--- src/sv/srb_pkg.sv ---
// Shared types and constants of the system-integration register block.
`default_nettype none
package srb_pkg;

  localparam int SRB_STORE_WORDS = 1024;

  localparam logic [10:0] UART_LO        = 11'h700;
  localparam logic [11:0] UART_HI        = 12'h722;
  localparam logic [10:0] ID_OFFSET      = 11'h002;
  localparam logic [7:0]  ID_VALUE       = 8'h31;
  localparam logic [10:0] DMA_STAT_A     = 11'h78A;
  localparam logic [10:0] DMA_STAT_B     = 11'h7AA;
  localparam logic [7:0]  DMA_W1C_MASK   = 8'h7C;
  localparam logic [7:0]  DMA_ANY_BIT    = 8'h80;
  localparam logic [10:0] CS_BASE_OFFSET = 11'h044;
  localparam logic [2:0]  MAX_SIZE       = 3'd4;

  localparam logic REG_DUART_PRESENT = 1'b0;
  localparam logic REG_BOOT_HOOK     = 1'b1;

  typedef enum logic [2:0] {
    ST_CLEAR,
    ST_IDLE,
    ST_READ,
    ST_MODIFY,
    ST_FINISH
  } state_t;

  typedef struct packed {
    logic clear_step;
    logic load;
    logic rd_issue;
    logic modify;
    logic finish;
  } cmd_t;

  typedef struct packed {
    logic clear_last;
    logic more;
    logic out_free;
  } status_t;

endpackage
`default_nettype wire

--- src/sv/srb_ctrl.sv ---
// Sequencer of the register block: clearing pass, byte loop and result hand-off.
`default_nettype none
module srb_ctrl (
  input  wire logic            clk,
  input  wire logic            rst,
  input  wire logic            s_tvalid,
  output logic                 s_tready,
  input  wire srb_pkg::status_t status,
  output srb_pkg::cmd_t        cmd
);
  import srb_pkg::*;

  state_t state;
  state_t state_next;

  always_ff @(posedge clk) begin
    if (rst) begin
      state <= ST_CLEAR;
    end else begin
      state <= state_next;
    end
  end

  always_comb begin
    state_next = state;
    case (state)
      ST_CLEAR: begin
        if (status.clear_last) state_next = ST_IDLE;
      end
      ST_IDLE: begin
        if (s_tvalid) state_next = ST_READ;
      end
      ST_READ: begin
        state_next = status.more ? ST_MODIFY : ST_FINISH;
      end
      ST_MODIFY: begin
        state_next = ST_READ;
      end
      ST_FINISH: begin
        if (status.out_free) state_next = ST_IDLE;
      end
      default: begin
        state_next = ST_IDLE;
      end
    endcase
  end

  always_comb begin
    cmd      = '0;
    s_tready = 1'b0;
    case (state)
      ST_CLEAR: begin
        cmd.clear_step = 1'b1;
      end
      ST_IDLE: begin
        s_tready = 1'b1;
        cmd.load = s_tvalid;
      end
      ST_READ: begin
        cmd.rd_issue = status.more;
      end
      ST_MODIFY: begin
        cmd.modify = 1'b1;
      end
      ST_FINISH: begin
        cmd.finish = status.out_free;
      end
      default: begin
        cmd = '0;
      end
    endcase
  end

endmodule
`default_nettype wire

--- config.mk ---
export PLATFORM = sky130hd
export DESIGN_NAME = srb_ctrl
export DESIGN_NICKNAME = d
export VERILOG_FILES = /design/src/sv/srb_pkg.sv /design/src/sv/srb_ctrl.sv
export SDC_FILE = /design/constraint.sdc
export NUM_CORES = 1
export LEC_CHECK = 0
export BUFFER_PORTS_ARGS = -buffer_cell sky130_fd_sc_hd__buf_2
export CAP_MARGIN = 20
export CORE_AREA = 2 2 39 41
export DETAILED_ROUTE_END_ITERATION = 10
export DIE_AREA = 0 0 41 43
export SLEW_MARGIN = 5
export SYNTH_ARGS = -nofsm -noshare
export SYNTH_HDL_FRONTEND = slang
export SYNTH_SLANG_ARGS = --single-unit
export TNS_END_PERCENT = 5
--- constraint.sdc ---
create_clock -name clk -period 1.7 [get_ports clk]
set_input_delay 0.085 -clock clk [delete_from_list [all_inputs] [get_ports clk]]
set_output_delay 0.085 -clock clk [all_outputs]
set_load 0.005 [all_outputs]
==> Word level (Yosys, flattened, before mapping) <==
Index checks and enable logic that the tools add are counted.
{ "word_totals": {"ff_bits": 3, "out_inout_bits": 6} }
{ "op_classes": {"n_eq_ne": 7, "mux": 11, "reduce_logical": 2} }
{ "op_table": {"columns": ["operator", "n"], "rows": [
  ["3-bit case mux with 5 select lines", 1],
  ["3-bit 2-to-1 mux", 4],
  ["3-bit by 2-bit equality test with 1-bit output (second input constant)", 2],
  ["1-bit 2-to-1 mux", 6],
  ["2-bit inequality test (second input constant)", 3],
  ["3-bit by 1-bit equality test with 1-bit output (second input constant)", 1],
  ["3-bit equality test (second input constant)", 1],
  ["3-bit zero test", 1],
  ["3-bit AND reduction", 1]
]} }

==> Logic depth before layout (Yosys ltp) <==
{ "depth": {"depth_word": 3, "ltp_mapped": 4, "depth_no_buf": 3} }

==> Worst setup path before layout <==
Ideal clock, no wire load.
{ "synth_path": {"path_kind": "register to register", "from": "register state[0]", "to": "register state[1]", "arrival_ns": 0.884, "required_time_ns": 1.567, "slack_ns": 0.683, "path_stages_with_launch": 4, "synth_period_minus_slack_ns": 1.017, "cell_sequence": "dfxtp_1 -> nor2b_1 -> a2111oi_2 -> nor4_1"} }
{ "synth_via": {"elab_chain_len": 3, "elab_cells_between_ends": 10, "cone_classes": "7 x eq/ne; 1 x mux; 2 x reduce/logical"} }
{ "synth_lines": {"columns": ["element", "line", "text"], "rows": [
  ["from (decl)", "srb_ctrl.sv:13", "state_t state;"],
  ["from (signal assigned)", "srb_ctrl.sv:20", "state <= state_next;"],
  ["3-bit equality test, or another cell as far along", "srb_ctrl.sv:26", "case (state)"],
  ["2-bit inequality test (no source line)", null, null],
  ["3-bit AND reduction (no source line)", null, null]
]} }
Parallel ways exist; a longest one is shown, timed or not.
A chain may end at the register's enable or synchronous reset.

==> flow_summary_export.csv <==
group,metric,value,unit
outcome,status,"finished, final reports clean",
min_path,hold_depth,2,
floorplanning,io_pins,12,
placed_design,dp.cells,53,
route,routed-via-count,261,
route,wirelength,545,um
setup_path,cp.required,1.62,ns
logic_synthesis,syn_nets,35,
timing,fin_skew,0.00342,ns
finish,final_common_cell,"buf_2",
logic_synthesis,ys_seq_area_share,22.9,%
setup_path,path_class,"flip-flop to output pin",
finish,nets,48,
finish,postLayoutCoreUtil,24.3,%
min_path,hold_start,"rst",
grt,gr-total-overflow,0,
setup_path,path_cells,"nor2_1 > and3_1 > buf_2",
min_path,hold_class,"input port to flip-flop",
floorplanning,core,1380,sq um
cts,cts.sinks,3,
cts,clockBufferDepth,2,
setup_path,crit_fanout,12,
timing,drv_slew,0,
cts,clkTransAtPathRegs,0.04,ns
min_path,hold_end,"state[2]",
floorplanning,die_y,43,um
power,power_frac_seq,34.3,%
cts,numCtsBuffers,3,
finish,final_cells,57,
setup_path,cp_top_family,"flip-flops",
cts,clock_latency,0.23,ns
cts,tritoncts,"built",
timing,hold_ws,0.0618,ns
power,leakagePower,0.142,nW
power,switchingPower,0.116,mW
cts,cts_setup_buffers,0,
logic_synthesis,synthesis.area,263,sq um
grt,grtUsageTotal,8.23,%
setup_path,regToRegSetupSlack,0.40,ns
power,power.total,0.344,mW
power,swShare,33.6,%
finish,regMostFlops,"state",
cts,ctsRootBufferMaster,"clkbuf_4",
finish,largest_register_ffs,3,
job,maxCapViolCount,0,
grt,antenna_found_initial,0,
grt,grt_pass1_wl,938,um
setup_path,worst_ep_arrival_time,1.22,ns
power,power_density,1020,nW/um^2
floorplanning,die_area,1760,sq um
timing,hold_violations,0,
logic_synthesis,yosysWarnings,0,
finish,reg.largest.list,"state: 3 flops",
logic_synthesis,synth.distinct_cells,18,
setup_path,start_kind,"flip-flop",
floorplanning,start_util,19.0,%
finish,layout-drive-gt1-share,46.3,%
route,postRouteAntennaNets,0,
timing,rsz0062_at_grt,"no",
cts,cts-hold-fix-buffers,0,
power,power_frac_comb,29.5,%
setup_path,cp-end-kind,"output pin",
power,p_clk_share,36.2,%
grt,grt_max_degree,14,
setup_path,critPathBufInv,1,
route,drc,0,
timing,fmax,764,MHz
logic_synthesis,ys_seq_elements,3,
timing,min_period_over_period,76.9,%
timing,slew-limit-headroom,70.5,%
floorplanning,rows,14,
placed_design,dp_hpwl,420,um
grt,grt_pass1_vias,229,
finish,area_delta_synth_final,28.1,%
placed_design,port_buffers,11,
logic_synthesis,netlist_instances,29,
setup_path,max_stage_delay,0.55,ns
timing,worst_pin_slew,0.442,ns
timing,finalSetupViolCount,0,
cts,cts_resized,0,
placed_design,gp_congestion,0.678,
route,viasPerCell,4.58,
floorplanning,chipWidth,41,um
route,drt-initial-drc-count,3,
setup_path,reg2reg_from,"state[0]",
setup_path,slowest_stage,"dfxtp_1",
power,ir_drop,0.211,mV
cts,htreeDepth,1,
timing,tns,0,ns
power,p_int,0.229,mW
route,wl_per_cell,9.56,um
route,dr.pass1.iters,2,
finish,mostFrequentLayoutCells,"11 x buf_2, 3 x nor3_1, 3 x clkbuf_4, 3 x dfxtp_1",
logic_synthesis,syn_avg_cell_area,9.06,sq um
setup_path,r2r_end,"state[1]",
finish,antennaDiodeCount,0,
timing,period_minus_slack,1.31,ns
setup_path,reg2reg_depth,3,
synth_stat cells:
master	instances	area (sq um)
a2111oi_2	1	15.0
a211oi_2	1	12.5
a21oi_1	2	10.0
and3_1	1	6.26
and3b_1	1	8.76
buf_2	1	5.00
buf_6	2	22.5
dfxtp_1	3	60.1
mux2i_1	1	10.0
nand2_1	2	7.51
nor2_1	1	3.75
nor2b_1	2	12.5
nor3_1	3	15.0
nor3_2	1	10.0
nor3b_1	2	15.0
nor4_1	2	12.5
nor4b_2	2	30.0
or3_1	1	6.26
metal layers:
| metal | GRT usage, % | up-vias | routed length [um] |
|---|---|---|---|
| li1 | - | 136 | - |
| met1 | 9.97 | 115 | 240 |
| met2 | 10.3 | 8 | 253 |
| met3 | 3.14 | 2 | 37 |
| met4 | 8.00 | 0 | 13 |
| met5 | 0 | - | 0 |
through the flow:
stage,worst slack (ns),area (sq um)
after global routing,0.291,337
final,0.392,337
after floorplan,0.683,263
after detailed placement,0.404,310
after global placement,0.434,310
after CTS,0.386,337
worst max path at each step:
stage | startpoint | endpoint | depth (start not counted) | slack (ns)
after global placement | state[0] | state[1] | 3 | 0.43
after detailed placement | state[0] | state[1] | 3 | 0.40
after floorplan | state[0] | state[1] | 3 | 0.68
final | state[2] | cmd[2] | 3 | 0.39
after global routing | state[0] | state[1] | 3 | 0.29
after CTS | state[2] | cmd[2] | 3 | 0.39
power by group through the flow:
stage / sequential [mW] / clock [mW] / combinational (mW)
3_5_place_dp: 0.119 / 0 / 0.103
4_1_cts: 0.118 / 0.132 / 0.104
3_3_place_gp: 0.118 / 0 / 0.103
5_1_grt: 0.123 / 0.145 / 0.116
2_1_floorplan: 0.0928 / 0 / 0.108
6_report: 0.118 / 0.125 / 0.102
layout make-up:
cell class	instances	area, sq um
Timing Repair Buffer	11	55.1
Clock buffer	4	26.3
Sequential cell	3	60.1
Multi-Input combinational cell	23	175
Tap cell	16	20.0
Fill cell	165	1050
cell families after synthesis:
group	Yosys count	share of synthesized area, %
AO/OA/AOI/OAI	4	14.3
buffers and inverters	3	10.5
flip-flops	3	22.9
AND/OR/NAND/NOR	18	48.6
multiplexers	1	3.81
No activity file was read; power rests on OpenSTA's default activity.
